**src/hw/rtl/sdf_pkg.sv**
```systemverilog
`default_nettype none
package sdf_pkg;

  localparam int VALUE_W = 64;
  localparam int DIGITS  = 19;
  localparam int BCD_W   = 4 * DIGITS;
  localparam int BITCNT_W = $clog2(VALUE_W);
  localparam int DIGCNT_W = $clog2(DIGITS + 1);

  localparam logic [7:0] ASCII_ZERO  = 8'd48;
  localparam logic [7:0] ASCII_MINUS = 8'd45;
  localparam logic [7:0] ASCII_NINE  = 8'd57;

  localparam logic [BITCNT_W-1:0] BIT_LAST  = BITCNT_W'(VALUE_W - 1);
  localparam logic [DIGCNT_W-1:0] DIG_START = DIGCNT_W'(DIGITS);

  typedef enum logic [1:0] {
    ST_IDLE,
    ST_CONVERT,
    ST_EMIT
  } sdf_state_t;

  typedef logic [BCD_W-1:0] bcd_t;

endpackage
`default_nettype wire

```
**src/hw/rtl/sdf_dabble_step.sv**
```systemverilog
`default_nettype none
module sdf_dabble_step
  import sdf_pkg::*;
(
  input  wire bcd_t bcd_in,
  input  wire logic bit_in,
  output bcd_t      bcd_out
);

  bcd_t adjusted;

  // Each digit that is five or more gets three added before the shift, so
  // the doubling carries into the next digit as a decimal carry.
  always_comb begin
    for (int i = 0; i < DIGITS; i++) begin
      if (bcd_in[4*i +: 4] >= 4'd5) begin
        adjusted[4*i +: 4] = bcd_in[4*i +: 4] + 4'd3;
      end else begin
        adjusted[4*i +: 4] = bcd_in[4*i +: 4];
      end
    end
  end

  assign bcd_out = {adjusted[BCD_W-2:0], bit_in};

endmodule
`default_nettype wire

```
**src/hw/rtl/signed_decimal_formatter_top.sv**
```systemverilog
`default_nettype none
// Channel   | Signals                          | Payload
// ----------+----------------------------------+----------------------------
// input     | value_valid / value_ready        | value[63:0], signed
// output    | char_valid / char_ready          | character[7:0], last
//
// A request is taken only in the idle state. The magnitude then goes through
// the shift-add-3 unit one bit per cycle, and the digit register is scanned
// one digit per cycle while the output is not stalled, after a leading minus
// sign for a negative value. Leading zeros are dropped in that scan, and an
// output stall holds the scan.
// Reset is synchronous and clears the sequencer and the output valid.
module signed_decimal_formatter_top
  import sdf_pkg::*;
(
  input  wire logic               clk,
  input  wire logic               rst,
  input  wire logic               value_valid,
  output logic                    value_ready,
  input  wire logic [VALUE_W-1:0] value,
  output logic                    char_valid,
  input  wire logic               char_ready,
  output logic [7:0]              character,
  output logic                    last
);

  sdf_state_t state, state_next;

  logic [VALUE_W-1:0]  mag;
  bcd_t                bcd;
  bcd_t                bcd_step;
  logic [BITCNT_W-1:0] bit_cnt;
  logic [DIGCNT_W-1:0] dig_cnt;
  logic                neg_pend;
  logic                started;

  logic                in_take;
  logic                out_free;
  logic                emit_take;
  logic                emit_load;
  logic [3:0]          top_digit;

  assign top_digit = bcd[BCD_W-1 -: 4];

  sdf_dabble_step u_step (
    .bcd_in  (bcd),
    .bit_in  (mag[VALUE_W-1]),
    .bcd_out (bcd_step)
  );

  // Next state.
  always_comb begin
    state_next = state;
    unique case (state)
      ST_IDLE: begin
        if (value_valid) state_next = ST_CONVERT;
      end
      ST_CONVERT: begin
        if (bit_cnt == BIT_LAST) state_next = ST_EMIT;
      end
      ST_EMIT: begin
        if (emit_take && !neg_pend && dig_cnt == DIGCNT_W'(1)) state_next = ST_IDLE;
      end
      default: state_next = ST_IDLE;
    endcase
  end

  // Control outputs.
  always_comb begin
    value_ready = (state == ST_IDLE);
    in_take     = value_ready && value_valid;
    out_free    = !char_valid || char_ready;
    emit_take   = (state == ST_EMIT) && out_free;
    // A leading zero is dropped without a result unless it is the only digit.
    emit_load   = emit_take &&
                  (neg_pend || started || top_digit != 4'd0 || dig_cnt == DIGCNT_W'(1));
  end

  always_ff @(posedge clk) begin
    if (rst) begin
      state      <= ST_IDLE;
      char_valid <= 1'b0;
    end else begin
      state <= state_next;
      if (emit_load) begin
        char_valid <= 1'b1;
      end else if (char_ready) begin
        char_valid <= 1'b0;
      end
    end
  end

  always_ff @(posedge clk) begin
    if (in_take) begin
      mag      <= value[VALUE_W-1] ? (~value + VALUE_W'(1)) : value;
      bcd      <= '0;
      bit_cnt  <= '0;
      dig_cnt  <= DIG_START;
      neg_pend <= value[VALUE_W-1];
      started  <= 1'b0;
    end else if (state == ST_CONVERT) begin
      mag     <= {mag[VALUE_W-2:0], 1'b0};
      bcd     <= bcd_step;
      bit_cnt <= bit_cnt + BITCNT_W'(1);
    end else if (emit_take) begin
      if (neg_pend) begin
        neg_pend <= 1'b0;
      end else begin
        bcd     <= {bcd[BCD_W-5:0], 4'd0};
        dig_cnt <= dig_cnt - DIGCNT_W'(1);
        if (emit_load) started <= 1'b1;
      end
    end
  end

  always_ff @(posedge clk) begin
    if (emit_load) begin
      if (neg_pend) begin
        character <= ASCII_MINUS;
        last      <= 1'b0;
      end else begin
        character <= ASCII_ZERO + {4'd0, top_digit};
        last      <= (dig_cnt == DIGCNT_W'(1));
      end
    end
  end

  a_accept_starts: assert property (@(posedge clk) disable iff (rst)
    value_valid && value_ready |=> state == ST_CONVERT && bit_cnt == '0)
    else $error("accepted request did not start the conversion");

  a_convert_count: assert property (@(posedge clk) disable iff (rst)
    state == ST_CONVERT && bit_cnt != BIT_LAST |=>
      state == ST_CONVERT && bit_cnt == $past(bit_cnt) + BITCNT_W'(1))
    else $error("conversion counter skipped or left early");

  a_char_legal: assert property (@(posedge clk) disable iff (rst)
    char_valid |-> character == ASCII_MINUS ||
                   (character >= ASCII_ZERO && character <= ASCII_NINE))
    else $error("output character is neither a digit nor a minus sign");

  a_minus_not_last: assert property (@(posedge clk) disable iff (rst)
    char_valid && character == ASCII_MINUS |-> !last)
    else $error("minus sign flagged as the final character");

  a_emit_done_free: assert property (@(posedge clk) disable iff (rst)
    state == ST_EMIT |-> dig_cnt != '0)
    else $error("digit scan ran past the final digit");

endmodule
`default_nettype wire
```
**config.mk**
```make
export PLATFORM = sky130hd
export DESIGN_NAME = signed_decimal_formatter_top
export DESIGN_NICKNAME = d
export VERILOG_FILES = /design/src/hw/rtl/sdf_pkg.sv /design/src/hw/rtl/sdf_dabble_step.sv /design/src/hw/rtl/signed_decimal_formatter_top.sv
export SDC_FILE = /design/constraint.sdc
export NUM_CORES = 1
export LEC_CHECK = 0
export BUFFER_PORTS_ARGS = -buffer_cell sky130_fd_sc_hd__buf_2
export CAP_MARGIN = 10
export CORE_MARGIN = 2
export CORE_UTILIZATION = 50
export CTS_BUF_LIST = sky130_fd_sc_hd__clkbuf_4
export CTS_CLUSTER_DIAMETER = 120
export DETAILED_ROUTE_END_ITERATION = 7
export GPL_TIMING_DRIVEN = 0
export HOLD_SLACK_MARGIN = 0.05
export PLACE_DENSITY = 0.68
export REMOVE_ABC_BUFFERS = 1
export SLEW_MARGIN = 0
export SYNTH_ARGS = -nofsm -noshare
export SYNTH_HDL_FRONTEND = slang
export SYNTH_SLANG_ARGS = --single-unit
```
**constraint.sdc**
```tcl
create_clock -name clk -period 4.45 [get_ports clk]
set_clock_uncertainty 0.15 [all_clocks]
set_input_delay 0.445 -clock clk [delete_from_list [all_inputs] [get_ports clk]]
set_output_delay 0.445 -clock clk [all_outputs]
set_load 0.005 [all_outputs]
```
[Word-level counts from Yosys, hierarchy flattened]
Index checks and enable logic that the tools add are counted.
Word-level totals
  output and inout bits: 11
  flip-flop bits (word level): 165
  word-level logic and storage cells: 120
Operators by class
  equal/unequal tests: 9
  add/subtract/negate cells: 23
  reduce and logical (&&, ||, !) cells: 22
  magnitude comparators: 19
  muxes and demuxes: 34
  bitwise logic cells: 3
Operator list (number)
  2-to-1 mux 76 bit: 3
  2-to-1 mux 64 bit: 3
  >= comparator 4 x 3 -> 1 bit (second input constant): 19
  adder 4 x 2 -> 4 bit (second input constant): 18
  2-to-1 mux 4 bit: 18
  adder 64 x 1 -> 64 bit (second input constant): 1
  NOT 64 bit: 1
  != test 2 bit (second input constant): 4
  nonzero test 2 bit: 4
  adder 6 x 4 -> 7 bit (first input constant): 1
  adder 6 x 1 -> 6 bit (second input constant): 1
  equality test 6 bit (second input constant): 1
  2-to-1 mux 2 bit: 3
  one-hot mux 2 bit (3 select lines): 1
  AND reduction 3 bit: 2
  equality test 5 x 1 -> 1 bit (second input constant): 1
  logical AND 1 bit: 5
  2-to-1 mux 1 bit: 5
  subtractor 5 x 1 -> 5 bit (second input constant): 1
  logical OR 1 bit: 4
  AND reduction 2 bit: 2
  AND reduction 4 bit: 1
  nonzero test 4 bit: 1
  adder 3 x 2 -> 3 bit (second input constant): 1
  other kinds (7): 9

[Logic depth before layout (Yosys ltp)]
Gate-level depths: netlist of run 1.
  depth in word-level cells: 7
  gate-level depth with buffers: 9

[Modules after synthesis]
Synthesis of run 1 repeated with hierarchy kept, for this count alone.
Second synthesis, totals
  cells, all modules: 1230
  area total of the unflattened synthesis: 10058.4 µm²
Modules (own cells, without submodules)
  signed_decimal_formatter_top: area each 8145.3 µm², cells an instance 929, times used 1, sequential area each 3953.8 µm²
  sdf_dabble_step: area each 1913.1 µm², cells an instance 301, times used 1, sequential area each 0.0 µm²

[Worst setup path after synthesis of run 1]
No wires, ideal clock.
  kind: reg2reg
  start point: register state[1]
  end point: register mag[0] (enable)
  setup time: 0.688 ns
  data arrival time: 2.324 ns
  path buffers: 3
  stages on the path, launching flop included: 6
  clock period less this slack: 3.161 ns
  required time: 3.612 ns
  path slack: 1.289 ns
  cell sequence: dfxtp_1 > nand2b_1 > clkbuf_1 > clkbuf_1 > clkbuf_1 > nand2_1
Between the ends
  word-level cells in the longest chain between the ends: 3
Ends and longest elaborated chain
  from (decl): RTL line signed_decimal_formatter_top.sv:27  | sdf_state_t state, state_next;
  from (signal assigned): RTL line signed_decimal_formatter_top.sv:84  | state <= state_next;
  logical NOT 2 bit: RTL line signed_decimal_formatter_top.sv:70  | value_ready = (state == ST_IDLE);
  logical AND 1 bit: RTL line signed_decimal_formatter_top.sv:71  | in_take = value_ready && value_valid;
  nonzero test 2 bit (no line) (*)
  to (signal assigned): RTL line signed_decimal_formatter_top.sv:95  | mag <= value[VALUE_W-1] ? (~value + VALUE_W'(1)) : value;
  to (signal assigned): RTL line signed_decimal_formatter_top.sv:102  | mag <= {mag[VALUE_W-2:0], 1'b0};
  to (decl): RTL line signed_decimal_formatter_top.sv:29  | logic [VALUE_W-1:0] mag;
Every way passes the cells marked *; elsewhere a longest branch is shown, timed or not.
A chain may end at the register's enable or synchronous reset.

[Worst setup path after layout of run 1]
  start point: register state[1]
  end point: register bcd[11]
Between the ends
  word-level cells in the longest chain between the ends: 4
Ends and longest elaborated chain
  equality test 2 bit: RTL line signed_decimal_formatter_top.sv:73  | emit_take = (state == ST_EMIT) && out_free;
  logical AND 1 bit: RTL line signed_decimal_formatter_top.sv:73
  nonzero test 2 bit (no line)
  AND reduction 2 bit (no line)
  to (signal assigned): RTL line signed_decimal_formatter_top.sv:103  | bcd <= bcd_step;
  to (signal assigned): RTL line signed_decimal_formatter_top.sv:109  | bcd <= {bcd[BCD_W-5:0], 4'd0};
  to (decl): RTL line signed_decimal_formatter_top.sv:30  | bcd_t bcd;
Several ways; a longest one is shown, not always the timed one.

==> results.tsv, run 1 <==
stage	metric	value	unit
routing	antenna_left	0	
global_routing	antenna_found_initial	1	
clock_tree	clk_root_buffer_cell	clkbuf_4	
clock_tree	cts_setup_buffers	0	
routing	routed_via_density	5.63	
global_routing	grt_usage	21.1	%
setup_path	timing.critical_path.from	state[1]$_SDFFE_PP0P_	
power_and_ir_drop	p_comb_share	20.9	%
min_path	min_path_type	in2reg	
setup_path	path_delay_family	simple AND/OR/NAND/NOR gates	
placed_design	port-buffer-count	75	
placed_design	hpwl	13.9	mm
logic_synthesis	netlist.area_leader.share	21.7	%
logic_synthesis	synth_edf_count	71	
timing	finalSetupViolations	0	
timing	worst_slew_pin_slew	0.944	ns
setup_path	crit_type	reg2reg	
clock_tree	numCtsBuffers	17	
floorplan	start_util	50.7	%
setup_path	cp-start-kind	flip-flop	
setup_path	cpPeakStageDelay	0.74	ns
setup_path	r2r-start	state[1]$_SDFFE_PP0P_	
logic_synthesis	yosys_most_used_dff	dfxtp_1	
logic_synthesis	synth_most_common_cell	nand2_1	
power_and_ir_drop	power.density	325	nW/um^2
floorplan	die_w	144	um
timing	drv_slew	0	
job	max_cap_violations	0	
routing	dr_total_vias	8283	
power_and_ir_drop	power.switching	0.00112	W
logic_synthesis	synth_area_leaders	edfxtp_1, dfxtp_1, nand2_1	
clock_tree	cts.sinks	162	
placed_design	place_area	10500	sq um
logic_synthesis	yosysTopAreaCell	edfxtp_1	
setup_path	crit_fanout	35	
global_routing	grt_max_degree	71	
logic_synthesis	netlist_area	9840	sq um
timing	rsz0062_at_grt	false	
logic_synthesis	ys_ff_latch	162	
logic_synthesis	yosys_warnings	0	
timing	fmax	371	MHz
floorplan	pin_count	79	
routing	drt_iter0_drc	516	
clock_tree	tritoncts	yes	
layout	post-route-cell-area	10800	sq um
clock_tree	cts_max_level	4	
power_and_ir_drop	ir_worst_vdd	0.169	mV
logic_synthesis	yosysSeqAreaShare	40.2	%
layout	nFillCells	1813	
routing	drcViolationCount	0	
floorplan	core_region_area	19400	sq um
logic_synthesis	ys_top_cells_by_count	nand2_1, o21ai_0, dfxtp_1	
layout	nets	1302	
floorplan	die_h	144	um
logic_synthesis	netlist_instances	1160	
layout	syn2layout_area_growth	9.41	%
timing	fin_crit_sh	60.6	%
setup_path	end_kind	flip-flop	
floorplan	core.rowCount	51	
layout	layout-drive-gt1-share	12.5	%
floorplan	die_area	20800	sq um
routing	totalWireLength	21.2	mm
timing	maxSlewHeadroom	36.9	%
placed_design	routabilityCongestion	0.796	
setup_path	crit_chain	nor2b_1, nand2b_1, nor2_4, buf_16, nor2_4, buf_16, o21ai_0, a21oi_1	
routing	drt-wirelength-per-cell	14.4	um
timing	hold_ws	0.0820	ns
clock_tree	clock_latency	0.57	ns
global_routing	grt_pass1_vias	7699	
clock_tree	clock_path_buffers	2	
power_and_ir_drop	p_sw_share	32.1	%
power_and_ir_drop	p_int	0.00238	W
setup_path	required	4.73	ns
global_routing	grt_overflow	0	
power_and_ir_drop	pwr-share-clk	24.9	%
setup_path	cp_slowest_cell	nor2_4	
routing	drt_pass1_iterations	5	
setup_path	worst-path-buf-inv	2	
timing	hold_viol_final	0	
status	outcome	finished, final reports clean	
min_path	hp-start	value[0]	
logic_synthesis	synth.distinct_cells	55	
power_and_ir_drop	power.leakage	3.94	nW
timing	post-route-min-period	2.70	ns
global_routing	grt_pass1_wl	35.9	mm
logic_synthesis	postSynthAreaPerCell	8.49	sq um
setup_path	critPathArrivalTime	2.98	ns
power_and_ir_drop	fin_total_pwr	0.00350	W
clock_tree	clk_pin_slew_worst_paths	0.14	ns
power_and_ir_drop	p_seq_share	54.2	%
logic_synthesis	async_reset_ff_share	0	%
## state kept, by name, summed over array words and instances, names as in the netlist
register,cells
bcd,76
dig_cnt,5
bit_cnt,6
state,2
last,1
character,5
neg_pend,1
char_valid,1
started,1
mag,64
## stage by stage
step                TNS, ns  std cells  utilization, %  worst slack, ns
global placement    -361.29       1427            52.8            -3.68
detailed placement        0       1434            53.9             1.27
global route              0       1470            55.5             1.51
floorplan            -46.59       1087               -           -0.728
finish                    0       1470            55.5             1.75
CTS                       0       1468            55.4             1.73
## worst register-to-register path, delay by kind of cell (launching register included)
family	cells	cell delay [ns]
and+or+nand+nor	4	1.22
AOI/OAI and AO/OA	2	0.25
DFF	1	0.47
buffers and inverters	2	0.47
## final cells by class
type / instances / area (sq um) / area share [%]
multi-input combinational: 880 / 5470 / 50.8
sequential: 162 / 3950 / 36.7
timing repair buffer: 85 / 578 / 5.37
tap: 265 / 332 / 3.08
inverter: 45 / 169 / 1.57
clock inverter: 15 / 138 / 1.28
clock buffer: 17 / 128 / 1.19
antenna: 1 / 2.50 / 0.0232
## final timing paths
check,slack [ns],cells past startpoint,endpoint
min reg2reg,0.34,2,bit_cnt[1]$_SDFFE_PP0P_
max,1.75,8,bcd[11]$_SDFFE_PP0P_
min,0.08,3,mag[0]$_SDFFCE_PN0P_
max reg2reg,1.75,8,bcd[11]$_SDFFE_PP0P_
## per-layer routing
layer  global-route usage (%)  share of wire [%]
met1                     27.9                 48
met2                     35.9                 47
met3                     3.94                4.7
met4                     5.01               0.92
met5                        0                  0
## placed cells by master, fill, tap and decap left out, types with 7 or more instances in the layout
| master | netlist | final |
|---|---|---|
| nand2_1 | 210 | 208 |
| o21ai_0 | 118 | 118 |
| dfxtp_1 | 91 | 91 |
| nor2_1 | 80 | 78 |
| buf_2 | 1 | 75 |
| edfxtp_1 | 71 | 71 |
| xor2_1 | 64 | 64 |
| a21oi_1 | 63 | 63 |
| inv_1 | 45 | 45 |
| ha_1 | 43 | 43 |
| a311oi_1 | 36 | 36 |
| nor3_1 | 26 | 26 |
| xnor2_1 | 24 | 24 |
| nand3_1 | 23 | 23 |
| nand2b_1 | 23 | 21 |
| a211oi_1 | 20 | 20 |
| nand4_1 | 20 | 20 |
| o31ai_1 | 19 | 19 |
| a32oi_1 | 18 | 18 |
| clkbuf_4 | 0 | 17 |
| o21ai_1 | 14 | 14 |
| or3_1 | 9 | 9 |
| o41ai_2 | 9 | 9 |
| or4_1 | 7 | 7 |
## what timing repair did
action,CTS,global route
endpoints found under the hold margin,3,0
hold buffers,2,0
resized for setup,0,0
## power groups by stage
stage,Sequential [W],Combinational [W],Clock (W)
floorplan,0.00189,0.000530,0
global placement,0.00193,0.000708,0
detailed placement,0.00193,0.000732,0
CTS,0.00190,0.000735,0.000895
global route,0.00192,0.000840,0.000947
finish,0.00190,0.000732,0.000873
## kinds of logic after synthesis
logic type | count (synthesis) | share of synthesized area, %
xor+xnor | 88 | 7.83
other cells | 2 | 0.0763
buf+inv | 119 | 4.82
mux | 1 | 0.102
fa+ha+maj | 43 | 5.47
simple gates | 431 | 20.6
compound gates | 314 | 20.9
flops | 162 | 40.2
Power figures use the tool's default switching activity.
==> run 2, diff against run 1 <==
- clock period: 4.45 -> 2.5 ns (I/O delays scaled with it)
==> results.tsv, run 2 (synthesis results as in run 1) <==
stage	metric	value	unit	change
status	outcome	finished, final reports clean		unchanged
global_routing	grt_usage	22.5	%	was 21.1%
layout	reg_top3	bcd (76), mag (64), bit_cnt (6)		unchanged
clock_tree	cts.sinks	162		unchanged
power_and_ir_drop	p_comb_share	22.5	%	was 20.9%
routing	drt_pass1_iterations	5		unchanged
power_and_ir_drop	p_int	0.00432	W	was 0.00238 W
floorplan	core.rowCount	51		unchanged
setup_path	critPathArrivalTime	2.60	ns	was 2.98 ns
power_and_ir_drop	pwr-share-clk	24.4	%	was 24.9%
layout	nFillCells	1716		was 1813
min_path	min_path_type	in2reg		unchanged
power_and_ir_drop	power.leakage	4.29	nW	was 3.94 nW
setup_path	crit_type	in2reg		was reg2reg
timing	hold_viol_final	0		unchanged
routing	drcViolationCount	0		unchanged
global_routing	grt_max_degree	71		unchanged
global_routing	antenna_found_initial	1		unchanged
layout	final_core_util	59.8	%	was 55.5%
clock_tree	tritoncts	yes		unchanged
floorplan	pin_count	79		unchanged
setup_path	end_kind	flip-flop		unchanged
floorplan	die_h	144	um	unchanged
global_routing	grt_pass1_wl	38.2	mm	was 35.9 mm
power_and_ir_drop	p_seq_share	53.1	%	was 54.2%
setup_path	cp-start-kind	input pin		was flip-flop
floorplan	die_w	144	um	unchanged
floorplan	start_util	50.7	%	unchanged
routing	dr_total_vias	8725		was 8283
floorplan	core_region_area	19400	sq um	unchanged
timing	rsz0062_at_grt	true		was false
power_and_ir_drop	p_sw_share	32.1	%	about the same
routing	drt_iter0_drc	501		was 516
power_and_ir_drop	power.switching	0.00204	W	was 0.00112 W
clock_tree	cts_max_level	4		unchanged
setup_path	cpPeakStageDelay	0.63	ns	was 0.74 ns
layout	nets	1383		was 1302
setup_path	crit_fanout	5		was 35
timing	post-route-min-period	2.41	ns	
global_routing	grt_overflow	0		unchanged
routing	routed_via_density	5.63		about the same
layout	multiInputGateArea	5540	sq um	was 5470 sq um
setup_path	worst-path-buf-inv	2		unchanged
placed_design	routabilityCongestion	0.796		unchanged
layout	largest_register_ffs	76		unchanged
timing	finalSetupViolations	0		unchanged
setup_path	cp_slowest_cell	or4_1		was nor2_4
setup_path	required	2.69	ns	was 4.73 ns
layout	syn2layout_area_growth	17.9	%	was 9.41%
layout	regArea	3960	sq um	was 3950 sq um
routing	drt-wirelength-per-cell	14.9	um	was 14.4 um
clock_tree	numCtsBuffers	17		unchanged
timing	drv_slew	0		unchanged
clock_tree	clock_path_buffers	2		unchanged
placed_design	port-buffer-count	75		unchanged
timing	fin_crit_sh	96.4	%	
clock_tree	clk_root_buffer_cell	clkbuf_4		unchanged
timing	hold_ws	0.0930	ns	was 0.0820 ns
job	max_cap_violations	0		unchanged
power_and_ir_drop	fin_total_pwr	0.00636	W	was 0.00350 W
power_and_ir_drop	ir_worst_vdd	0.272	mV	was 0.169 mV
layout	final_common_cell	nand2_1		unchanged
placed_design	hpwl	13.9	mm	unchanged
timing	fmax	415	MHz	
global_routing	grt_pass1_vias	8215		was 7699
layout	layout-drive-gt1-share	12.9	%	was 12.5%
clock_tree	clk_pin_slew_worst_paths	0.14	ns	about the same
setup_path	crit_chain	dlygate4sd3_1, buf_2, or4_1, nor3_2, nand2_1, o41ai_2, xor2_1, o21ai_1		was nor2b_1, nand2b_1, nor2_4, buf_16, nor2_4, buf_16, o21ai_0, a21oi_1
floorplan	die_area	20800	sq um	unchanged
placed_design	place_area	10500	sq um	unchanged
layout	regMostFlops	bcd		unchanged
setup_path	path_delay_family	simple AND/OR/NAND/NOR gates		unchanged
timing	tns	0	ns	unchanged
power_and_ir_drop	power.density	548	nW/um^2	was 325 nW/um^2
routing	totalWireLength	23.1	mm	was 21.2 mm
timing	maxSlewHeadroom	36.5	%	was 36.9%
routing	antenna_left	0		unchanged
clock_tree	clock_latency	0.57	ns	about the same
layout	post-route-cell-area	11600	sq um	was 10800 sq um
timing	worst_slew_pin_slew	0.951	ns	was 0.944 ns
layout	final_cell_mix	nand2_1, o21ai_0, dfxtp_1		unchanged
-- run 2: changes by cell type in the layout (fill, tap and decap cells not counted), moves of 2 or more --
cell           previous run  this run
dlygate4sd3_1             2        73
buf_4                     0         8
nand2_8                   0         2
nor2_2                    0         2
-- run 2: repair_timing --
item / CTS / global route
gates cloned: 1 / 1
hold endpoints to repair: 69 / 0
buffers inserted: 1 / 7
resized for setup: 3 / 7
hold buffers: 73 / 0
pin swaps: 1 / 1
setup endpoints to repair: 96 / 96
-- run 2: through the flow --
stage / std cells / setup WS, ns
finish: 1551 / 0.0897
global route: 1551 / -0.0363
CTS: 1541 / 0.0287
detailed placement: 1434 / -0.488
global placement: 1427 / -5.63
floorplan: 1087 / -2.68
-- run 2: worst register-to-register path, stage by stage, from the launching register on --
cell and delay, ns:
dfxtp_1 0.47, nor2b_1 0.23, nand2b_1 0.26, nor2_2 0.83, nand2_1 0.12, a311oi_1 0.28
-- run 2: area by class of cell --
type	count	area share [%]
Clock inverter	15	1.19
Clock buffer	17	1.10
Tap cell	265	2.86
Antenna cell	1	0.0216
Sequential cell	162	34.1
Inverter	45	1.45
Timing Repair Buffer	164	11.6
Multi-Input combinational cell	882	47.7
-- run 2: worst paths after layout --
kind | endpoint | from | slack [ns] | depth (start not counted)
hold reg to reg | bit_cnt[1]$_SDFFE_PP0P_ | bit_cnt[1]$_SDFFE_PP0P_ | 0.34 | 2
hold / removal | mag[33]$_DFFE_PP_ | value[32] | 0.09 | 4
setup reg to reg | bcd[33]$_SDFFE_PP0P_ | state[1]$_SDFFE_PP0P_ | 0.10 | 5
setup / recovery | mag[61]$_DFFE_PP_ | value[48] | 0.09 | 8
-- run 2: power by group through the flow --
| stage | logic [W] | registers (W) | clock network, W |
|---|---|---|---|
| after global placement | 0.00126 | 0.00344 | 0 |
| after floorplan | 0.000944 | 0.00337 | 0 |
| after detailed placement | 0.00130 | 0.00344 | 0 |
| final | 0.00143 | 0.00338 | 0.00155 |
| after global routing | 0.00163 | 0.00342 | 0.00169 |
| after CTS | 0.00140 | 0.00338 | 0.00159 |
-- run 2: layer usage --
metal | part of all wire [%] | vias up | track usage, % | routed length [um]
met2 | 48 | 209 | 38.7 | 11100
met5 | 0 | - | 0 | 0
met1 | 46 | 4111 | 29.0 | 10700
met4 | 1.6 | 0 | 6.49 | 369
li1 | - | 4374 | - | -
met3 | 4.2 | 31 | 4.04 | 961
